$ cat config.mk
export PLATFORM = sky130hd
export DESIGN_NAME = mti_cmd_fifo
export DESIGN_NICKNAME = d
export VERILOG_FILES = /design/src/sv/mti_pkg.sv /design/src/sv/mti_cmd_fifo.sv
export SDC_FILE = /design/constraint.sdc
export NUM_CORES = 1
export LEC_CHECK = 0
export BUFFER_PORTS_ARGS = -buffer_cell sky130_fd_sc_hd__buf_2
export CORE_MARGIN = 2
export CORE_UTILIZATION = 51
export DETAILED_ROUTE_END_ITERATION = 7
export PLACE_DENSITY = 0.84
export SYNTH_ARGS = -nofsm -noshare
export SYNTH_HDL_FRONTEND = slang
export SYNTH_SLANG_ARGS = --single-unit
export TNS_END_PERCENT = 30
$ cat constraint.sdc
create_clock -name i_clk -period 2 [get_ports i_clk]
set_input_delay 0.1 -clock i_clk [delete_from_list [all_inputs] [get_ports i_clk]]
set_output_delay 0.1 -clock i_clk [all_outputs]
set_load 0.005 [all_outputs]
$ cat src/sv/mti_pkg.sv
// Shared types and constants for the MLP tanh inference unit.
// No dependencies; every other file imports this package.
`timescale 1ns / 1ps
`default_nettype none
package mti_pkg;

    localparam int CNT_W     = 7;
    localparam int LAYER_W   = 4;
    localparam int IDX_W     = 9;
    localparam int VAL_W     = 16;
    localparam int OUT_IDX_W = 6;
    localparam int OUT_VAL_W = 14;
    localparam int PROD_W    = 33;
    localparam int ACC_W     = 40;

    // 1.0 in Q4.12, used as the bias operand.
    localparam logic signed [16:0] ONE_Q12 = 17'sd4096;
    // 3.0 in Q8.24: saturation threshold of the activation.
    localparam logic [ACC_W-1:0] SAT_LIMIT = 40'd50331648;
    // 27.0 in Q8.12, the constant of the rational tanh.
    localparam logic [19:0] TANH_K = 20'd110592;
    localparam logic [OUT_VAL_W-1:0] Y_MAX = 14'd4096;

    // Command passed from the front end to the back end.
    typedef struct packed {
        logic                    wr_weight;
        logic                    wr_input;
        logic                    start;
        logic [IDX_W-1:0]        addr;
        logic signed [VAL_W-1:0] value;
    } t_cmd;

    typedef enum logic [2:0] {
        B_IDLE,
        B_MAC,
        B_DRAIN,
        B_TANH,
        B_WRITE
    } t_back_state;

    typedef enum logic [1:0] {
        T_IDLE,
        T_SQ,
        T_MUL,
        T_DIV
    } t_tanh_state;

endpackage
`default_nettype wire

$ cat src/sv/mti_cmd_fifo.sv
// Two-entry command queue between the front end and the back end.
// Depends on mti_pkg.
`timescale 1ns / 1ps
`default_nettype none
module mti_cmd_fifo import mti_pkg::*; (
    input  logic i_clk,
    input  logic i_rst_n,
    input  logic i_push,
    input  t_cmd i_cmd,
    output logic o_ready,
    input  logic i_pop,
    output t_cmd o_cmd,
    output logic o_valid
);

    t_cmd       r_mem [2];
    logic       r_wp;
    logic       r_rp;
    logic [1:0] r_cnt;
    logic       do_push;
    logic       do_pop;

    assign o_ready = (r_cnt != 2'd2);
    assign o_valid = (r_cnt != 2'd0);
    assign o_cmd   = r_mem[r_rp];
    assign do_push = i_push && o_ready;
    assign do_pop  = i_pop && o_valid;

    // Pointers and fill count.
    always_ff @(posedge i_clk) begin
        if (!i_rst_n) begin
            r_wp  <= 1'b0;
            r_rp  <= 1'b0;
            r_cnt <= 2'd0;
        end else begin
            if (do_push) r_wp <= !r_wp;
            if (do_pop)  r_rp <= !r_rp;
            case ({do_push, do_pop})
                2'b10:   r_cnt <= r_cnt + 2'd1;
                2'b01:   r_cnt <= r_cnt - 2'd1;
                default: r_cnt <= r_cnt;
            endcase
        end
    end

    // Storage.
    always_ff @(posedge i_clk) begin
        if (do_push) r_mem[r_wp] <= i_cmd;
    end

endmodule
`default_nettype wire

==> results.env <==
DR_TOTAL_VIAS=1323
DETAILED_PLACE_HPWL_UM=2590
TIMING.CRITICAL_PATH.ARRIVAL_NS=1.89
SYN-MEAN-INSTANCE-AREA_UM2=20.3
DIE_W_UM=70.5
POWER_REPORT.INTERNAL_TOTAL_uW=2700
WORSTPATHREQUIRED_NS=2.26
SYNTH_ENABLE_FLOP_CELLS=56
GRT-OVFL-TOTAL=0
FINAL_ANTENNA_NET_COUNT=0
CLKPWRFRAC_PCT=27.7
WORSTSETUPPATHTYPE='reg2reg'
ANTENNA_FOUND_INITIAL=0
ASYNC_RESET_FF_SHARE_PCT=0
POWER.SWITCHING_FRACTION_PCT=26.3
TIMING.CRITICAL_PATH.TO_TYPE='flop'
PLACEMENT.IO_BUFFERS=61
MIN_FROM='i_rst_n'
SYNTH_TOP_AREA_SHARE_PCT=74.7
MAPPEDNETLISTAREA_UM2=2250
LEAKAGEPOWER_uW=0.00119
TOTALWIRELENGTH_UM=4520
SYNTH_SEQUENTIAL_AREA_RATIO_PCT=79.1
GP_CONGESTION=0.778
DESIGN.FINAL.NETS=245
WORSTSETUPSTARTPOINT='r_cnt[0]'
P_SWITCHING_uW=964
SETUP-VIOLATIONS-FINAL=0
WHS_NS=0.0461
CTS.REPAIR.RESIZED=0
SEQUENTIAL_FRACTION_OF_DESIGN_POWER_PCT=46.2
CRITICAL_PATH.SLOWEST_CELL='dfxtp_1'
CRIT_CHAIN='nand2b_1, nand2_1, ha_1, or3_1, a21boi_1'
DRC=0
CHIPHEIGHT_UM=70.5
CRITICAL_PATH.REG2REG.STARTPOINT='r_cnt[0]'
VDD_IR_DROP_MAX_mV=0.714
DETAIL_ROUTE.FIRST_PASS.ITERATIONS=4
FP-ROW-COUNT=24
FIRST_GLOBAL_VIAS=1445
HOLD_PATH.CLASS='in2reg'
DR.FIRST_ITER.DRC_COUNT=89
CTS_MADE_BUFFERS=9
POWER.SHARE.COMBINATIONAL_PCT=26.0
ROUTEDWLPERCELL_UM=16.8
HTREE_NUM_LEVELS=3
POSTSYNTHCELLCOUNT=111
WORST_PIN_SLEW_NS=0.368
WORSTSETUPSTARTPOINTTYPE='flop'
GRT_START_MAX_NET_PINS=29
TRITONCTS_NUM_SINKS=61
VIAS_PER_CELL=4.92
NETLIST_TOP_CELLS_AREA='edfxtp_1, mux2_2, dfxtp_1'
N_ANTENNA_CELL=0
SYNTHDOMINANTAREACELLTYPE='edfxtp_1'
YOSYS-TOP-CELLS-COUNT='edfxtp_1, mux2_2, dfxtp_1'
YS_SEQ_ELEMENTS=61
FINALHOLDVIOLATIONS=0
POWER_PER_CELL_AREA_nW_PER_UM2=1180
GLOBAL_ROUTE_USAGE_SUM_PCT=19.5
SYNTHMOSTINSTANTIATEDCELL='edfxtp_1'
YOSYSWARNINGCOUNT=0
CRITICAL_PATH.N_BUFFERS_INVERTERS=0
DESIGN.DIE.AREA_UM2=4960
SLEW_VIOLATIONS=0
YOSYS_MOST_USED_DFF='edfxtp_1'
TIMING.SETUP.TNS_NS=0
CRIT_FANOUT=5
DESIGN.PORTCOUNT=62
CLK_PIN_SLEW_WORST_PATHS_NS=0.06
GRT_FIRST_PASS_WIRELENGTH_UM=6840
RELATIVE_AREA_CHANGE_FROM_SYNTHESIS_TO_FINAL_LAYOUT_PCT=37.4
TOTAL_OF_FILL_CELLS_IN_THE_FINISHED_DESIGN=272
TIMING.CRITICAL_PATH.MAX_DELAY_FAMILY='simple AND/OR/NAND/NOR gates'
SYNTH_FP_NETS=144
MAX_SLEW_MARGIN_PCT=75.5
MAX_CAP_VIOL_COUNT=0
DRIVE_ABOVE_1_SHARE_PCT=49.3
CTS_TREE='yes'
TIMING.FINAL.CRIT_SHARE_PCT=81.5
CLOCK_PATH_BUFFERS=2
RSZ0062_AT_GRT='false'
YOSYSUNIQUECELLTYPES=21
CLK-INSERTION-DELAY-LATE_NS=0.33
INITIAL_UTILIZATION_PCT=52.4
WORST_CLOCK_SKEW_NS=0.0121
CLK_ROOT_BUFFER_CELL='clkbuf_8'
RUN_STATUS='completed'
CLOCK_PERIOD_MINUS_FINAL_WORST_SETUP_SLACK_NS=1.63
CLOCK.FMAX_MHz=614
CRITPATHMAXSTAGEDELAY_NS=0.42
CORE_AREA_UM2=4290
[path summary, 6_finish.rpt]
check              to  slack (ns)  depth (start not counted)
min reg2reg  r_cnt[1]        0.56                          2
max          r_cnt[1]        0.37                          5
max reg2reg  r_cnt[1]        0.37                          5
min              flop        0.05                          2
[state kept, by name (all words and copies together) (netlist names), named ones only]
register	cells
r_cnt	2
r_rp	1
r_mem	56
r_wp	1
[power by group through the flow]
stage / clock (µW) / sequential, µW / combinational, µW
floorplan: 0 / 1690 / 568
global placement: 0 / 1690 / 874
detailed placement: 0 / 1710 / 907
CTS: 1010 / 1690 / 957
global route: 1090 / 1710 / 1030
finish: 1010 / 1690 / 954
[layer usage]
metal | GRT usage [%] | wire length (µm) | vias to the layer above | share of wire (%)
li1 | - | - | 631 | -
met1 | 19.4 | 1670 | 629 | 37
met2 | 34.8 | 2490 | 49 | 55
met3 | 7.22 | 242 | 14 | 5.4
met4 | 10.5 | 121 | 0 | 2.7
met5 | 0 | 0 | - | 0
[cell type report]
class | count | area [µm²] | area share, %
tap | 52 | 65.1 | 2.10
clock inverter | 6 | 53.8 | 1.74
clock buffer | 10 | 128 | 4.12
sequential | 61 | 1780 | 57.6
timing repair buffer | 93 | 616 | 19.9
multi-input combinational | 46 | 447 | 14.4
inverter | 1 | 3.75 | 0.121
[through the flow]
step,cells,utilization (%),instance area [µm²],setup slack (ns),total power (µW)
after global placement,225,61.3,2630,0.508,2570
after global routing,269,72.1,3090,0.287,3830
final,269,72.1,3090,0.371,3660
after CTS,269,72.1,3090,0.366,3660
after detailed placement,225,61.3,2630,0.393,2620
after floorplan,111,-,2250,0.260,2260
[cells in the final DEF, fill, tap and decap left out]
master / n
buf_2: 61
edfxtp_1: 56
mux2_2: 28
dlygate4sd3_1: 28
clkbuf_8: 9
dfxtp_1: 5
buf_4: 4
xnor2_1: 3
clkinv_1: 3
nor2b_1: 2
o21a_1: 1
or2_2: 1
nand2b_1: 1
nand2_1: 1
and3_1: 1
nand3b_1: 1
inv_1: 1
and2_1: 1
a21bo_2: 1
a21boi_0: 1
o21ai_0: 1
or3_1: 1
a21boi_1: 1
ha_1: 1
clkinv_2: 1
clkinvlp_4: 1
bufinv_16: 1
clkbuf_1: 1
[what timing repair did]
| item | 4_1_cts | 5_1_grt |
|---|---|---|
| endpoints found under the hold margin | 56 | 0 |
| endpoints found under the setup margin | 0 | 0 |
| hold buffers | 28 | 0 |
| buffers inserted | 0 | 0 |
[worst register-to-register path: stages (launching register included)]
cell and delay, ns:
dfxtp_1 0.42, nand2b_1 0.23, nand2_1 0.09, ha_1 0.34, or3_1 0.35, a21boi_1 0.14
[logic make-up after synthesis]
group           count (synthesis)  share of synthesized area [%]
flops                          61                           79.1
mux                            28                           14.0
fa+ha+maj                       1                          0.555
buf+inv                         4                           1.05
xor+xnor                        3                           1.17
simple gates                    9                           2.45
compound gates                  5                           1.67
No activity file was read; power rests on OpenSTA's default activity.
