===== src/sv/mti_pkg.sv =====
// Shared types and constants for the MLP tanh inference unit.
// No dependencies; every other file imports this package.
`timescale 1ns / 1ps
`default_nettype none
package mti_pkg;

    localparam int CNT_W     = 7;
    localparam int LAYER_W   = 4;
    localparam int IDX_W     = 9;
    localparam int VAL_W     = 16;
    localparam int OUT_IDX_W = 6;
    localparam int OUT_VAL_W = 14;
    localparam int PROD_W    = 33;
    localparam int ACC_W     = 40;

    // 1.0 in Q4.12, used as the bias operand.
    localparam logic signed [16:0] ONE_Q12 = 17'sd4096;
    // 3.0 in Q8.24: saturation threshold of the activation.
    localparam logic [ACC_W-1:0] SAT_LIMIT = 40'd50331648;
    // 27.0 in Q8.12, the constant of the rational tanh.
    localparam logic [19:0] TANH_K = 20'd110592;
    localparam logic [OUT_VAL_W-1:0] Y_MAX = 14'd4096;

    // Command passed from the front end to the back end.
    typedef struct packed {
        logic                    wr_weight;
        logic                    wr_input;
        logic                    start;
        logic [IDX_W-1:0]        addr;
        logic signed [VAL_W-1:0] value;
    } t_cmd;

    typedef enum logic [2:0] {
        B_IDLE,
        B_MAC,
        B_DRAIN,
        B_TANH,
        B_WRITE
    } t_back_state;

    typedef enum logic [1:0] {
        T_IDLE,
        T_SQ,
        T_MUL,
        T_DIV
    } t_tanh_state;

endpackage
`default_nettype wire


===== src/sv/mti_tanh.sv =====
// Saturating rational tanh: squares, multiplies, then a bit-serial divider.
// Depends on mti_pkg.
`timescale 1ns / 1ps
`default_nettype none
module mti_tanh import mti_pkg::*; (
    input  logic                        i_clk,
    input  logic                        i_rst_n,
    input  logic                        i_start,
    input  logic signed [ACC_W-1:0]     i_sum,
    output logic                        o_done,
    output logic signed [OUT_VAL_W-1:0] o_y
);

    t_tanh_state r_state, n_state;
    logic                        r_neg;
    logic [14:0]                 r_x;
    logic [15:0]                 r_x2;
    logic [19:0]                 r_den;
    logic [31:0]                 r_quo;
    logic [19:0]                 r_rem;
    logic [4:0]                  r_cnt;
    logic signed [OUT_VAL_W-1:0] r_y;
    logic                        r_done;

    logic [ACC_W-1:0] mag;
    logic             sat;
    logic [29:0]      sq;
    logic [19:0]      den_c;
    logic [31:0]      num_c;
    logic [20:0]      trial;
    logic             ge;
    logic [31:0]      quo_n;
    logic [OUT_VAL_W-1:0] y_mag;

    assign mag   = i_sum[ACC_W-1] ? ACC_W'(-i_sum) : ACC_W'(i_sum);
    assign sat   = (mag >= SAT_LIMIT);
    assign sq    = 30'(r_x) * 30'(r_x);
    assign den_c = TANH_K + 20'(20'(r_x2) * 20'd9);
    assign num_c = 32'(r_x) * 32'(TANH_K + 20'(r_x2));
    assign trial = {r_rem, r_quo[31]};
    assign ge    = (trial >= {1'b0, r_den});
    assign quo_n = {r_quo[30:0], ge};
    assign y_mag = (quo_n > 32'(Y_MAX)) ? Y_MAX : quo_n[OUT_VAL_W-1:0];

    assign o_done = r_done;
    assign o_y    = r_y;

    // Next state.
    always_comb begin
        n_state = r_state;
        case (r_state)
            T_IDLE:  if (i_start && !sat) n_state = T_SQ;
            T_SQ:    n_state = T_MUL;
            T_MUL:   n_state = T_DIV;
            T_DIV:   if (r_cnt == 5'd31) n_state = T_IDLE;
            default: n_state = T_IDLE;
        endcase
    end

    always_ff @(posedge i_clk) begin
        if (!i_rst_n) begin
            r_state <= T_IDLE;
            r_done  <= 1'b0;
        end else begin
            r_state <= n_state;
            r_done  <= (r_state == T_IDLE && i_start && sat) ||
                       (r_state == T_DIV && r_cnt == 5'd31);
        end
    end

    // Datapath: magnitude, square, numerator and divider steps.
    always_ff @(posedge i_clk) begin
        case (r_state)
            T_IDLE: begin
                if (i_start) begin
                    r_neg <= i_sum[ACC_W-1];
                    r_x   <= 15'((mag + 40'd2048) >> 12);
                    if (sat) r_y <= i_sum[ACC_W-1] ? -$signed(Y_MAX) : $signed(Y_MAX);
                end
            end
            T_SQ: begin
                r_x2 <= 16'(sq >> 12);
            end
            T_MUL: begin
                r_den <= den_c;
                r_quo <= num_c + 32'(den_c >> 1);
                r_rem <= 20'd0;
                r_cnt <= 5'd0;
            end
            T_DIV: begin
                r_rem <= ge ? 20'(trial - {1'b0, r_den}) : trial[19:0];
                r_quo <= quo_n;
                r_cnt <= r_cnt + 5'd1;
                if (r_cnt == 5'd31) r_y <= r_neg ? -$signed(y_mag) : $signed(y_mag);
            end
            default: r_cnt <= 5'd0;
        endcase
    end

endmodule
`default_nettype wire


===== config.mk =====
export PLATFORM = sky130hd
export DESIGN_NAME = mti_tanh
export DESIGN_NICKNAME = d
export VERILOG_FILES = /design/src/sv/mti_pkg.sv /design/src/sv/mti_tanh.sv
export SDC_FILE = /design/constraint.sdc
export NUM_CORES = 1
export LEC_CHECK = 0
export BUFFER_PORTS_ARGS = -buffer_cell sky130_fd_sc_hd__clkbuf_2
export CAP_MARGIN = 0
export CORE_MARGIN = 8
export CORE_UTILIZATION = 29
export CTS_BUF_LIST = sky130_fd_sc_hd__clkbuf_16
export DETAILED_ROUTE_END_ITERATION = 10
export PLACE_DENSITY_LB_ADDON = 0.3
export SETUP_SLACK_MARGIN = 0.1
export SLEW_MARGIN = 20
export SYNTH_ARGS = -nofsm -noshare
export SYNTH_HDL_FRONTEND = slang
export SYNTH_SLANG_ARGS = --single-unit

===== constraint.sdc =====
create_clock -name i_clk -period 7.6 [get_ports i_clk]
set_input_delay 2.28 -clock i_clk [delete_from_list [all_inputs] [get_ports i_clk]]
set_output_delay 2.28 -clock i_clk [all_outputs]
set_load 0.01 [all_outputs]

==> results.cfg, run 1 <==
[status]
status = finished, final reports clean

[drt]
vias_per_cell = 4.59
drt_iter0_markers = 733
first_pass_iters = 5
wl_per_cell_microns = 15.7
wl_microns = 55800
route.vias.total = 16300
drtAntennaViolNets = 0
drc = 0

[global_routing]
grt_pass1_wl_microns = 90200
antenna_found_initial = 2
grt_pass1_vias = 16800
grt_remaining_overflow = 0
grt_usage_pct = 12.6
grt_max_degree = 63

[floorplan]
coreArea_sq_um = 78600
die_x_microns = 297
rows = 103
ios = 58
die_height_microns = 297
start_util_pct = 29.2
fp.dieArea_sq_um = 88300

[cts]
insertion_delay_ns = 0.47
cts_tree = yes
cts_buffer_depth = 2
htree_levels = 4
cts_sinks = 126
root_buffer = clkbuf_16
clk_pin_slew_worst_paths_ns = 0.07
numCtsBuffers = 17

[logic_synthesis]
ys_warn_count = 0
synth_edf_count = 123
syn-cell-area_sq_um = 22900
postSynthAreaPerCell_sq_um = 9.35
syn-num-nets = 3108
synthTopCellsByArea = fa_1, edfxtp_1, ha_1
ys.flop_type = edfxtp_1
netlist_instances = 2451
synth_fa_ha_area_share_pct = 45.5
yosys.area.top_type = fa_1
ys_seq_elements = 126
synth.area.mux_share_pct = 0.377
ys_seq_area_share_pct = 16.4
synth_top_family_by_area = adder cells
synth_simple_gate_area_share_pct = 16.0
async_flop_share_pct = 0
synth-compound-area-share_pct = 8.09
yosysTopAreaCellShare_pct = 31.9
synth.distinct_cells = 76
synth-xor-area-share_pct = 4.59

[timing]
skew_ns = 0.0213
tightest_slew_ns = 1.04
period_needed_ns = 7.13
maxSlewViolCount = 0
min_period_over_period_pct = 93.8
hold_viol = 0
rsz0062_at_grt = true
fin_setup_tns_ns = 0
max_freq_mhz = 140
max_slew_margin_pct = 30.6
finalSetupViolCount = 0

[critical_path]
worstSetupStartpointType = flip-flop
critPathMaxFanout = 10
critPathKind = reg -> reg
reg2reg_from = r_x2[3]$_DFFE_PN_
end_kind = flip-flop
cp.arrival_ns = 7.32
required_ns = 7.79
startpoint = r_x2[3]$_DFFE_PN_

[final_layout]
nets = 3145
layout-drive-gt1-share_pct = 7.20
syn2layout_area_growth_pct = 10.2
fillers = 8243
final_common_cell = inv_1
final_cell_mix = inv_1, fa_1, nand2_1

[place]
gp_congestion = 0.835
numPortBuffers = 57
dp_hpwl_microns = 45100

[worst_hold_path]
hold_start = r_state[1]$_SDFFE_PN0P_
hold_class = reg -> reg

[flow_run]
maxCapViolCount = 0
[cell usage after synthesis, drive strengths merged (14+ instances only)]
| cell | count |
|---|---|
| a21o | 26 |
| xnor2 | 75 |
| o21ai | 76 |
| clkbuf | 81 |
| and2 | 169 |
| nor2b | 22 |
| a31oi | 14 |
| ha | 249 |
| and3 | 14 |
| nor3 | 30 |
| nand2 | 296 |
| edfxtp | 123 |
| a21oi | 79 |
| inv | 457 |
| nor4 | 15 |
| nand3 | 27 |
| fa | 365 |
| nor2 | 108 |
| xor2 | 45 |
[final cells by class]
type	instances	area, sq um	area share, %
antenna	1	2.50	0.00991
inverter	459	1720	6.82
multi-input combinational	1772	17100	67.8
clock buffer	17	425	1.68
sequential	126	3750	14.9
timing repair buffer	112	736	2.91
tap	1050	1310	5.20
clock inverter	15	169	0.669
[path summary, 6_finish.rpt]
path                                                 to  slack (ns)  depth (start not counted)
worst max-delay path                r_quo[31]$_DFFE_PP_        0.47                         27
worst min-delay path            r_state[1]$_SDFFE_PN0P_        0.51                          2
worst max register to register      r_quo[31]$_DFFE_PP_        0.47                         27
worst min register to register  r_state[1]$_SDFFE_PN0P_        0.51                          2
[cell families (layout without fill, tap and decap cells)]
logic type | Yosys count | in the layout
adder cells (fa/ha/maj) | 614 | 614
XOR/XNOR | 120 | 120
flip-flops | 126 | 126
buffers and inverters | 553 | 603
other | 0 | 1
AND/OR/NAND/NOR | 742 | 742
multiplexers | 8 | 8
AO/OA/AOI/OAI | 288 | 288
[metal layers]
metal	global-route usage [%]	part of all wire (%)	up-vias
met5	0	0	-
met4	2.38	1.1	0
met3	1.76	3.7	41
met2	20.8	47	298
met1	17.5	48	8099
li1	-	-	7875
[what timing repair did]
action	CTS	global route
endpoints found under the setup margin	0	7
hold buffers	0	0
resized for setup	0	11
buffers inserted	0	5
[state kept, by name, indices dropped and copies added, names as in the netlist]
signal / cells
r_quo: 32
r_state: 2
r_x2: 16
o_done: 1
o_y: 14
r_cnt: 5
r_rem: 20
r_neg: 1
r_den: 20
r_x: 15
[metrics by stage]
step	utilization [%]	area (sq um)	worst slack [ns]	hold WS [ns]	std cells
6_report	32.1	25300	0.469	0.511	3552
5_1_grt	32.1	25300	0.0533	0.553	3551
4_1_cts	32.0	25200	0.268	0.517	3546
3_5_place_dp	31.3	24600	0.260	0.507	3514
3_3_place_gp	31.3	24600	0.443	0.500	3514
2_1_floorplan	-	22900	0.653	0.468	2451
[critical path: stages, from the launching register on]
cell,delay (ns)
edfxtp_1,0.54
ha_1,0.36
ha_1,0.32
ha_1,0.30
a21o_1,0.18
a21oi_1,0.21
nor2b_1,0.08
o21a_1,0.20
o311a_1,0.32
nor2_1,0.15
a2111oi_1,0.13
or2_2,0.34
fa_1,0.53
inv_1,0.05
fa_1,0.47
inv_1,0.05
fa_1,0.52
inv_1,0.04
ha_1,0.35
nand2_1,0.08
o21ai_0,0.19
a2111oi_1,0.44
o21ai_1,0.21
a31oi_1,0.28
a21oi_1,0.11
a21oi_1,0.18
xnor2_1,0.14
o21ai_0,0.09
Power of run 1 is left out: the tool's default activity adds up to more than one toggle a clock period on the data nets, which glitch-free logic cannot reach.
==> run 2: changes to the inputs <==
Settings changed: PLACE_DENSITY_LB_ADDON 0.3 to unset.
==> run 2 against run 1 <==
  * Setup slack better by 0.059 ns
  * Critical path depth is 3 lower
  * Cell count stayed put
  * Register-to-register slack better by 0.06 ns
  * Sequential share of layout area hardly changed
  * Maximum frequency is 0.83% higher
  * First-iteration DRC count is 20% higher
  * Global-route usage is 0.061 points lower
  * Sequential cell count stayed put
  * Worst hold slack better by 0.0037 ns
  * Clock skew is 0.0015 ns lower
  * Die area stayed put
  * Largest cell class unchanged
==> results.cfg, run 2 (same netlist as run 1, synthesis figures left out) <==
[critical_path]
cp.arrival_ns = 7.26
critPathKind = reg -> reg
critPathMaxFanout = 11
worstSetupStartpointType = flip-flop
end_kind = flip-flop
required_ns = 7.79

[global_routing]
grt_pass1_vias = 17100
antenna_found_initial = 1
grt_usage_pct = 12.5
grt_pass1_wl_microns = 90900
grt_max_degree = 74
grt_remaining_overflow = 0

[timing]
skew_ns = 0.0198
hold_viol = 0
rsz0062_at_grt = false
fin_hold_ws_ns = 0.514
max_slew_margin_pct = 28.8
maxSlewViolCount = 0
fin_setup_tns_ns = 0
max_freq_mhz = 141
period_needed_ns = 7.07
tightest_slew_ns = 1.07
min_period_over_period_pct = 93.1
finalSetupViolCount = 0

[cts]
postCtsSetupBuffers = 0
cts_buffer_depth = 2
cts_sinks = 126
cts_resized = 0
numCtsBuffers = 17
cts_tree = yes
htree_levels = 4
clk_pin_slew_worst_paths_ns = 0.08
root_buffer = clkbuf_16
insertion_delay_ns = 0.46
postCtsHoldBufs = 0

[floorplan]
coreArea_sq_um = 78600
rows = 103
fp.dieArea_sq_um = 88300
start_util_pct = 29.2
ios = 58
die_x_microns = 297
die_height_microns = 297

[final_layout]
diodes = 0
multiInputGateArea_sq_um = 17100
nets = 3146
largest_reg_flops = 32
regMostFlops = r_quo
design_area_sq_um = 25200
reg_top3 = r_quo x32, r_den x20, r_rem x20
seq_area_sq_um = 3750
layout-drive-gt1-share_pct = 7.23
finish.utilization_pct = 32.0
final_common_cell = inv_1
fillers = 8235
final_cell_mix = inv_1, fa_1, nand2_1
syn2layout_area_growth_pct = 9.84

[worst_hold_path]
hold_class = reg -> reg

[drt]
wl_microns = 54300
first_pass_iters = 5
wl_per_cell_microns = 15.3
drt_iter0_markers = 883
vias_per_cell = 4.62
drtAntennaViolNets = 0
route.vias.total = 16400
drc = 0

[place]
place_area_sq_um = 24600
numPortBuffers = 57
gp_congestion = 0.866
dp_hpwl_microns = 44200

[flow_run]
maxCapViolCount = 0

[status]
status = finished, final reports clean
## run 2: critical path, stage by stage, from the launching register on
cell and delay, ns:
edfxtp_1 0.54, buf_4 0.28, clkinv_1 0.34, nor2_1 0.25
fa_1 0.44, inv_1 0.08, fa_1 0.44, fa_1 0.54
inv_1 0.08, fa_1 0.51, fa_1 0.55, inv_1 0.05
fa_1 0.53, inv_1 0.04, ha_1 0.36, a21oi_1 0.21
o21bai_1 0.09, a211oi_1 0.23, o31ai_1 0.16, nor4b_1 0.33
buf_4 0.19, o21ai_0 0.10, a31oi_1 0.22, xor2_1 0.16
o21ai_0 0.08
## run 2: cell type report
| type | count | area share (%) |
|---|---|---|
| clock inverter | 15 | 0.552 |
| multi-input combinational | 1772 | 68.0 |
| timing repair buffer | 113 | 2.83 |
| tap | 1050 | 5.22 |
| inverter | 459 | 6.84 |
| sequential | 126 | 14.9 |
| clock buffer | 17 | 1.69 |
## run 2: worst paths after layout
| check | cells past startpoint | start | to | slack [ns] |
|---|---|---|---|---|
| worst max-delay path | 24 | r_x[10]$_DFFE_PP_ | r_quo[30]$_DFFE_PP_ | 0.53 |
| worst min-delay path | 2 | r_state[1]$_SDFFE_PN0P_ | r_state[1]$_SDFFE_PN0P_ | 0.51 |
| worst max register to register | 24 | r_x[10]$_DFFE_PP_ | r_quo[30]$_DFFE_PP_ | 0.53 |
| worst min register to register | 2 | r_state[1]$_SDFFE_PN0P_ | r_state[1]$_SDFFE_PN0P_ | 0.51 |
## run 2: stage by stage
step | setup slack [ns] | instances
after floorplan | 0.653 | 2451
after detailed placement | 0.353 | 3519
after global placement | 0.383 | 3519
after CTS | 0.332 | 3551
after global routing | 0.106 | 3552
final | 0.527 | 3552
## run 2: layer usage
metal | vias to the layer above | routed length [microns] | track usage (%)
met1 | 8211 | 25700 | 17.2
met5 | - | 0 | 0
met4 | 0 | 550 | 2.00
met2 | 279 | 26000 | 20.9
met3 | 26 | 2000 | 2.04
li1 | 7890 | - | -
Power of run 2 is left out for the same reason.
