[src/sv/mti_pkg.sv]
// Shared types and constants for the MLP tanh inference unit.
// No dependencies; every other file imports this package.
`timescale 1ns / 1ps
`default_nettype none
package mti_pkg;

    localparam int CNT_W     = 7;
    localparam int LAYER_W   = 4;
    localparam int IDX_W     = 9;
    localparam int VAL_W     = 16;
    localparam int OUT_IDX_W = 6;
    localparam int OUT_VAL_W = 14;
    localparam int PROD_W    = 33;
    localparam int ACC_W     = 40;

    // 1.0 in Q4.12, used as the bias operand.
    localparam logic signed [16:0] ONE_Q12 = 17'sd4096;
    // 3.0 in Q8.24: saturation threshold of the activation.
    localparam logic [ACC_W-1:0] SAT_LIMIT = 40'd50331648;
    // 27.0 in Q8.12, the constant of the rational tanh.
    localparam logic [19:0] TANH_K = 20'd110592;
    localparam logic [OUT_VAL_W-1:0] Y_MAX = 14'd4096;

    // Command passed from the front end to the back end.
    typedef struct packed {
        logic                    wr_weight;
        logic                    wr_input;
        logic                    start;
        logic [IDX_W-1:0]        addr;
        logic signed [VAL_W-1:0] value;
    } t_cmd;

    typedef enum logic [2:0] {
        B_IDLE,
        B_MAC,
        B_DRAIN,
        B_TANH,
        B_WRITE
    } t_back_state;

    typedef enum logic [1:0] {
        T_IDLE,
        T_SQ,
        T_MUL,
        T_DIV
    } t_tanh_state;

endpackage
`default_nettype wire

[src/sv/mti_in_if.sv]
// Input channel of the MLP tanh inference unit: valid, ready and one item.
// Depends on mti_pkg for the field widths.
`timescale 1ns / 1ps
`default_nettype none
interface mti_in_if import mti_pkg::*; ();
    logic                    valid;
    logic                    ready;
    logic                    func;
    logic [IDX_W-1:0]        index;
    logic signed [VAL_W-1:0] value;
    logic                    last;

    modport source (output valid, func, index, value, last, input ready);
    modport sink   (input valid, func, index, value, last, output ready);
endinterface
`default_nettype wire

[src/sv/mti_front.sv]
// Front end: accepts items and turns them into back-end commands.
// Depends on mti_pkg and mti_in_if.
`timescale 1ns / 1ps
`default_nettype none
module mti_front import mti_pkg::*; #(
    parameter int INPUT_COUNT  = 8,
    parameter int WEIGHT_TOTAL = 484
) (
    mti_in_if.sink     i_in,
    output t_cmd       o_cmd,
    output logic       o_cmd_valid,
    input  logic       i_cmd_ready
);

    logic w_ok;
    logic in_ok;
    logic start;

    // Out-of-range writes are dropped; last only counts on a sample item.
    assign w_ok  = !i_in.func && (32'(i_in.index) < WEIGHT_TOTAL);
    assign in_ok = i_in.func && (32'(i_in.index) < INPUT_COUNT);
    assign start = i_in.func && i_in.last;

    assign o_cmd.wr_weight = w_ok;
    assign o_cmd.wr_input  = in_ok;
    assign o_cmd.start     = start;
    assign o_cmd.addr      = i_in.index;
    assign o_cmd.value     = i_in.value;

    // Items that do nothing are taken and discarded.
    assign o_cmd_valid = i_in.valid && (w_ok || in_ok || start);
    assign i_in.ready  = i_cmd_ready;

endmodule
`default_nettype wire

[src/flat_wrapper.sv]
// flat-port wrapper written by rule: the top's interface ports become plain ports
module mti_front_flat import mti_pkg::*;
#(
    parameter int INPUT_COUNT  = 8,
    parameter int WEIGHT_TOTAL = 484
)
  (o_cmd, o_cmd_valid, i_cmd_ready, i_in_valid, i_in_func, i_in_index, i_in_value, i_in_last, i_in_ready);
  mti_in_if i_in_i ();
  output t_cmd o_cmd;
  output logic o_cmd_valid;
  input  logic i_cmd_ready;
  input wire logic [$bits(i_in_i.valid)-1:0] i_in_valid;
  input wire logic [$bits(i_in_i.func)-1:0] i_in_func;
  input wire logic [$bits(i_in_i.index)-1:0] i_in_index;
  input wire logic [$bits(i_in_i.value)-1:0] i_in_value;
  input wire logic [$bits(i_in_i.last)-1:0] i_in_last;
  output wire logic [$bits(i_in_i.ready)-1:0] i_in_ready;
  assign i_in_i.valid = i_in_valid;
  assign i_in_i.func = i_in_func;
  assign i_in_i.index = i_in_index;
  assign i_in_i.value = i_in_value;
  assign i_in_i.last = i_in_last;
  assign i_in_ready = i_in_i.ready;
  mti_front #(.INPUT_COUNT(INPUT_COUNT), .WEIGHT_TOTAL(WEIGHT_TOTAL)) u_core (.i_in(i_in_i), .o_cmd(o_cmd), .o_cmd_valid(o_cmd_valid), .i_cmd_ready(i_cmd_ready));
endmodule
[config.mk]
export PLATFORM = sky130hd
export DESIGN_NAME = mti_front_flat
export DESIGN_NICKNAME = d
export VERILOG_FILES = /design/src/sv/mti_pkg.sv /design/src/sv/mti_in_if.sv /design/src/sv/mti_front.sv /design/src/flat_wrapper.sv
export SDC_FILE = /design/constraint.sdc
export NUM_CORES = 1
export LEC_CHECK = 0
export BUFFER_PORTS_ARGS = -buffer_cell sky130_fd_sc_hd__buf_2
export CAP_MARGIN = 40
export CORE_AREA = 2 2 39 41
export DETAILED_ROUTE_END_ITERATION = 7
export DIE_AREA = 0 0 41 43
export GPL_ROUTABILITY_DRIVEN = 0
export PLACE_DENSITY = 0.72
export SYNTH_ARGS = -nofsm -noshare
export SYNTH_HDL_FRONTEND = slang
export SYNTH_SLANG_ARGS = --single-unit
[constraint.sdc]
create_clock -name vclk -period 0.9
set_input_delay 0 -clock vclk [all_inputs]
set_output_delay 0 -clock vclk [all_outputs]
set_load 0.05 [all_outputs]
==> impl_metrics.yaml, run 1 <==
outcome:
  run_status: "completed"
die:
  die-height_microns: 43
  pin_count: 59
  die_area_sq_mm: 0.001763
  placement_rows: 14
  floorplan.core_area_sq_mm: 0.001384
  die_width_microns: 41
  floorplan.initialDensity_pct: 20.71
setup_path:
  crit_path_max_fanout: 2
  crit_cells: 5
  slowest_delay_ns: 0.27
  critical_path_class: "input port to output port"
  timing.critical_path.from_type: "input port"
  cp_cell_sequence: "buf_2 -> nor4b_4 -> a21oi_1 -> a21boi_2 -> buf_6"
  setup.worst_path.end_class: "output port"
  cp_top_family: "buffers and inverters"
  critical_path.slowest_cell: "nor4b_4"
  arrival_ns: 0.83
  worst_ep_required_time_ns: 0.90
  critPathBufInv: 2
global_route:
  first_global_vias: 177
  antenna_violations_before_repair: 0
  grt.total_usage_pct: 4.595
  grt_first_pass_wirelength_microns: 621
  pin_count_of_the_biggest_net_entering_global_routing: 4
  globalRoute.totalOverflow: 0
synth:
  synth_simple_gate_area_share_pct: 15.72
  post_synth_num_cell_types: 10
  synth.cell_area_sq_um: 286.5
  ys.warnings.count: 0
  mapped_nets: 68
  synth-adder-area-share_pct: 0
  largest_family_of_logic_cells_by_synthesized_area: "buffers and inverters"
  part_of_the_yosys_area_used_for_sequential_elements_pct: 0
  muxShareOfSynthArea_pct: 0
  synthesized_area_fraction_occupied_by_xor_and_xnor_cells_pct: 0
  synthCells: 39
  post_synthesis_compound_gate_area_fraction_pct: 6.987
  postSynthAreaPerCell_sq_um: 7.347
sta:
  tightest_slew_ns: 0.2544
  layout_min_cycle_time_ns: 0.8295
  max_freq_mhz: 1206
  rsz0062_at_grt: "no"
  report.final.slew_viol_count: 0
  setup_violation_total_in_the_final_timing_report: 0
  timing.max_slew.rel_slack_pct: 83.16
  period_share_pct: 92.17
  final_hold_viol_count: 0
power_and_ir_drop:
  max-vdd-ir-drop_v: 0.0001166
  static-leakage-power_nw: 0.1257
  overall_power_consumption_uw: 176.9
  cellPowerDensity_mw_per_mm2: 776.9
worst_hold_path:
  hold_path_end: "o_cmd[7]"
  hold_path_startpoint: "i_in_value[7]"
  holdCritPathClass: "input port to output port"
  hold_depth: 0
cells_and_area:
  seq_cell_count: 0
  insertedDiodeCount: 0
  regArea_sq_um: 0
  drive_gt1_share_pct: 78.79
  final_cell_mix: "buf_2 (20), nor3_1 (2), buf_4 (2)"
  layout.cells.most_common: "buf_2"
  nClkBuffers: 0
  num-nets-final: 64
  synthToLayoutAreaGrowth_pct: -20.52
  final_cells: 49
  fill_cells: 171
routing:
  number_of_vias_after_detailed_routing: 188
  total_routed_length_microns: 451
  route.detailed.drc: 0
  detailedRoute.firstPassIterationCount: 2
  viasPerCell: 3.837
  wire_per_inst_microns: 9.204
  drt.antenna.violating_nets: 0
  drt_iter0_markers: 1
placement:
  io_buffers: 21
  instance_count_after_placement_with_tap_cells_included: 49
  dp.final_hpwl_microns: 411.3
clocking:
  hold_buffers: 0
run:
  drv.max_cap_violation_count: 0
## logic make-up after synthesis
logic type             count (synthesis)
buffers and inverters                 30
AO/OA/AOI/OAI                          3
AND/OR/NAND/NOR                        6
## what timing repair did
action / in CTS / in global routing
setup buffers: 0 / 0
resized for setup: 1 / 2
cloned: 0 / 0
endpoints found under the setup margin: 1 / 1
## area by class of cell
| cell class | count | area (sq um) | share of cell area, % |
|---|---|---|---|
| tap | 16 | 20.02 | 8.791 |
| inverter | 1 | 3.754 | 1.648 |
| timing repair buffer | 23 | 126.4 | 55.49 |
| multi-input combinational | 9 | 77.57 | 34.07 |
## metal layers
layer | vias to the layer above | global-route usage [%] | part of all wire (%)
met5 | - | 0 | 0
met4 | 0 | 1.333 | 0.44
met3 | 2 | 2.094 | 16
met2 | 18 | 8.125 | 53
met1 | 82 | 4.430 | 31
li1 | 86 | - | -
## power breakdown
part	internal, mW	leakage [nW]	switching [mW]
logic	0.0527	0.126	0.124
registers	0	0	0
clock network	0	0	0
total	0.0527	0.126	0.124
## cell usage after synthesis (all sizes together)
master	n	area, sq um
buf	29	217.7
and2	2	13.77
nor3	2	10.01
a21boi	1	7.510
a21oi	1	5.000
inv	1	3.750
nand4	1	6.260
nor4b	1	15.01
o21bai	1	7.510
## worst max path at each step
stage / slack (ns) / from / end
finish: 0.07 / i_in_index[8] / o_cmd_valid
CTS: 0.01 / i_in_index[8] / o_cmd_valid
detailed placement: -0.04 / i_in_index[8] / o_cmd_valid
floorplan: 0.04 / i_in_index[8] / o_cmd_valid
global route: 0.007 / i_in_index[8] / o_cmd_valid
global placement: -0.03 / i_in_index[8] / o_cmd_valid
## through the flow
stage | area (sq um) | hold WS [ns] | TNS, ns | setup WS (ns) | util (%)
final | 227.7 | 0.00002196 | 0 | 0.07051 | 16.46
after global routing | 227.7 | 0.00007183 | 0 | 0.006543 | 16.46
after CTS | 215.2 | 0.0003409 | 0 | 0.01465 | 15.55
after detailed placement | 212.7 | 0.0003409 | -0.04050 | -0.04050 | 15.37
after global placement | 212.7 | 0.0003409 | -0.03077 | -0.03077 | 15.37
after floorplan | 290.3 | 0.1671 | 0 | 0.04149 | -
Power figures use the tool's default switching activity.
==> inputs of run 2 (changes only) <==
- SETUP_SLACK_MARGIN: not set -> 0.2
==> impl_metrics.yaml, run 2 (same netlist as run 1, synthesis figures left out) <==
cells_and_area:
  num-nets-final: 63
  final_cells: 48
  drive_gt1_share_pct: 90.63
  seq_cell_count: 0
  final_core_util_pct: 19.80
  nClkBuffers: 0
  synthToLayoutAreaGrowth_pct: -4.367
  final_cell_mix: "buf_2 (16), nor3_2 (2), buf_8 (2), buf_6 (2), buf_4 (2)"
  stdcell_area_sq_um: 274.0
  layout.cells.most_common: "buf_2"
  insertedDiodeCount: 0
  regArea_sq_um: 0
sta:
  timing.max_slew.rel_slack_pct: 83.40
  setup_ws_ns: 0.1125
  max_freq_mhz: 1270
  fin_tns_setup_ns: 0
  layout_min_cycle_time_ns: 0.7875
  report.final.slew_viol_count: 0
  period_share_pct: 87.50
  rsz0062_at_grt: "yes"
  tightest_slew_ns: 0.2507
  setup_violation_total_in_the_final_timing_report: 0
  final.hold.worst_slack_ns: 0.00001803
  final_hold_viol_count: 0
setup_path:
  crit_cells: 5
  worst_ep_required_time_ns: 0.90
  critical_path.slowest_cell: "nor4b_4"
  slowest_delay_ns: 0.28
  crit_path_max_fanout: 3
  arrival_ns: 0.79
  critical_path_class: "input port to output port"
  cp_top_family: "simple AND/OR/NAND/NOR gates"
  setup.worst_path.end_class: "output port"
  cp_cell_sequence: "buf_8 -> nor4b_4 -> a21oi_2 -> a21boi_4 -> buf_6"
  critPathBufInv: 2
  timing.critical_path.from_type: "input port"
power_and_ir_drop:
  max-vdd-ir-drop_v: 0.0001780
  static-leakage-power_nw: 0.1389
  overall_power_consumption_uw: 195.3
  cellPowerDensity_mw_per_mm2: 712.9
global_route:
  grt_first_pass_wirelength_microns: 586
  globalRoute.totalOverflow: 0
  pin_count_of_the_biggest_net_entering_global_routing: 4
  first_global_vias: 148
  antenna_violations_before_repair: 0
  grt.total_usage_pct: 4.496
placement:
  instance_count_after_placement_with_tap_cells_included: 47
  post-place-ws_ns: -0.02264
  io_buffers: 21
  dp.final_hpwl_microns: 437
  dpl_cell_area_sq_um: 217.7
routing:
  drt_iter0_markers: 0
  number_of_vias_after_detailed_routing: 182
  drt.antenna.violating_nets: 0
  detailedRoute.firstPassIterationCount: 1
  total_routed_length_microns: 509
  viasPerCell: 3.792
  wire_per_inst_microns: 10.60
  route.detailed.drc: 0
die:
  pin_count: 59
  die_area_sq_mm: 0.001763
  floorplan.core_area_sq_mm: 0.001384
  placement_rows: 14
  die-height_microns: 43
  die_width_microns: 41
  floorplan.initialDensity_pct: 20.71
worst_hold_path:
  holdCritPathClass: "input port to output port"
  hold_depth: 0
run:
  drv.max_cap_violation_count: 0
outcome:
  run_status: "completed"
clocking:
  hold_buffers: 0
[run 2: cell types whose count changed in the layout (fill, tap and decap cells not counted), moves of 2 or more]
cell,before,now
nor3_2,0,2
nor3_1,2,0
buf_8,0,2
buf_2,20,16
[run 2: area by class of cell]
type                       count  area, sq um
timing repair buffer          22        147.6
tap                           16        20.02
multi-input combinational      9        102.6
fill                         162         1110
inverter                       1        3.754
[run 2: final timing paths]
kind	start	to	slack, ns
hold / removal	i_in_value[0]	o_cmd[0]	0.00002
setup / recovery	i_in_index[7]	o_cmd_valid	0.11
[run 2: what timing repair did]
action,4_1_cts,5_1_grt
endpoints found under the setup margin,3,3
pin swaps,4,4
hold endpoints to repair,0,0
buffers inserted,0,1
resized for setup,13,1
[run 2: metal layers]
layer  global-route usage [%]  part of all wire [%]  vias to the layer above
met3                    1.047                    23                        0
met5                        0                     0                        -
met2                    7.813                    42                       23
met4                        0                     0                        0
li1                         -                     -                       83
met1                    5.696                    35                       76
[run 2: power breakdown]
group	switching, mW	internal [mW]	leakage, nW
clock	0	0	0
sequential	0	0	0
combinational	0.129	0.0661	0.139
==> inputs of run 3 (changes only) <==
- REMOVE_ABC_BUFFERS: not set -> 1
==> impl_metrics.yaml, run 3 (same netlist as run 1, synthesis figures left out) <==
routing:
  drt_iter0_markers: 1
  viasPerCell: 4.558
  route.detailed.drc: 0
  detailedRoute.firstPassIterationCount: 2
  total_routed_length_microns: 972
  wire_per_inst_microns: 18.69
  drt.antenna.violating_nets: 0
  number_of_vias_after_detailed_routing: 237
cells_and_area:
  regArea_sq_um: 0
  drive_gt1_share_pct: 91.67
  insertedDiodeCount: 0
  seq_cell_count: 0
  final_cell_mix: "buf_2 (14), buf_4 (6), buf_6 (3), buf_8 (3)"
  layout.cells.most_common: "buf_2"
  synthToLayoutAreaGrowth_pct: 10.48
  nClkBuffers: 0
  num-nets-final: 67
  stdcell_area_sq_um: 316.6
sta:
  tightest_slew_ns: 0.2581
  setup_violation_total_in_the_final_timing_report: 0
  max_freq_mhz: 1159
  setup_ws_ns: 0.03734
  final.hold.worst_slack_ns: 0.0004124
  period_share_pct: 95.85
  timing.max_slew.rel_slack_pct: 82.72
  report.final.slew_viol_count: 0
  final_hold_viol_count: 0
  rsz0062_at_grt: "yes"
  layout_min_cycle_time_ns: 0.8627
setup_path:
  cp_top_family: "buffers and inverters"
  crit_path_max_fanout: 2
  cp_cell_sequence: "buf_8 -> buf_4 -> buf_6 -> nand4_1 -> o21bai_2 -> a21boi_1 -> buf_4"
  worst_ep_required_time_ns: 0.90
  setup.worst_path.end_class: "output port"
  critical_path.most_common_cell: "buf_4"
  critical_path_class: "input port to output port"
  cp-startpoint: "i_in_index[6]"
  critPathBufInv: 4
  critical_path.slowest_cell: "buf_4"
  arrival_ns: 0.86
  timing.critical_path.from_type: "input port"
  slowest_delay_ns: 0.21
global_route:
  antenna_violations_before_repair: 0
  grt_first_pass_wirelength_microns: 1124
  first_global_vias: 215
  grt.total_usage_pct: 9.990
  pin_count_of_the_biggest_net_entering_global_routing: 4
  globalRoute.totalOverflow: 0
placement:
  dpl_cell_area_sq_um: 201.4
  post-place-ws_ns: -0.07419
  io_buffers: 21
die:
  floorplan.initialDensity_pct: 20.71
  die_width_microns: 41
  die_area_sq_mm: 0.001763
  pin_count: 59
  floorplan.core_area_sq_mm: 0.001384
  die-height_microns: 43
  placement_rows: 14
run:
  drv.max_cap_violation_count: 0
worst_hold_path:
  hold_path_startpoint: "i_in_value[0]"
  holdCritPathClass: "input port to output port"
power_and_ir_drop:
  max-vdd-ir-drop_v: 0.0001894
  cellPowerDensity_mw_per_mm2: 684.8
  static-leakage-power_nw: 0.1612
outcome:
  run_status: "completed"
clocking:
  hold_buffers: 0
-- run 3: routing by layer --
metal	GRT usage (%)	up-vias	routed length, microns
li1	-	90	-
met1	12.66	108	383
met2	11.88	39	371
met3	10.99	0	217
met4	0	0	0
met5	4.167	-	0
-- run 3: cell type report --
type                            count  area [sq um]
Fill cell                         159          1067
Timing Repair Buffer               26         193.9
Multi-Input combinational cell      9         98.84
Tap cell                           16         20.02
Inverter                            1         3.754
-- run 3: report_power, final --
part	internal [mW]	switching (mW)	leakage, nW
clock	0	0	0
combinational	0.0797	0.137	0.161
sequential	0	0	0
-- run 3: final timing paths --
path / cells after the start / endpoint
worst max-delay path: 7 / o_cmd_valid
worst min-delay path: 0 / o_cmd[0]
-- run 3: repair_timing --
item | in CTS | in global routing
endpoints found under the setup margin | 3 | 3
pin swaps | 3 | 3
endpoints found under the hold margin | 0 | 0
cloned | 0 | 0
gates resized for setup | 8 | 16
setup buffers | 0 | 4
-- run 3: metrics by stage --
| step | total power, mW | util (%) | cells | setup TNS, ns |
|---|---|---|---|---|
| 6_report | 0.2168 | 22.88 | 52 | 0 |
| 5_1_grt | 0.2286 | 22.88 | 52 | -0.04913 |
| 4_1_cts | 0.1791 | 17.00 | 48 | 0 |
| 3_5_place_dp | 0.1647 | 14.56 | 48 | -0.07419 |
| 3_3_place_gp | 0.1638 | 14.56 | 48 | -0.03514 |
| 2_1_floorplan | 0.04521 | - | 10 | -0.4025 |
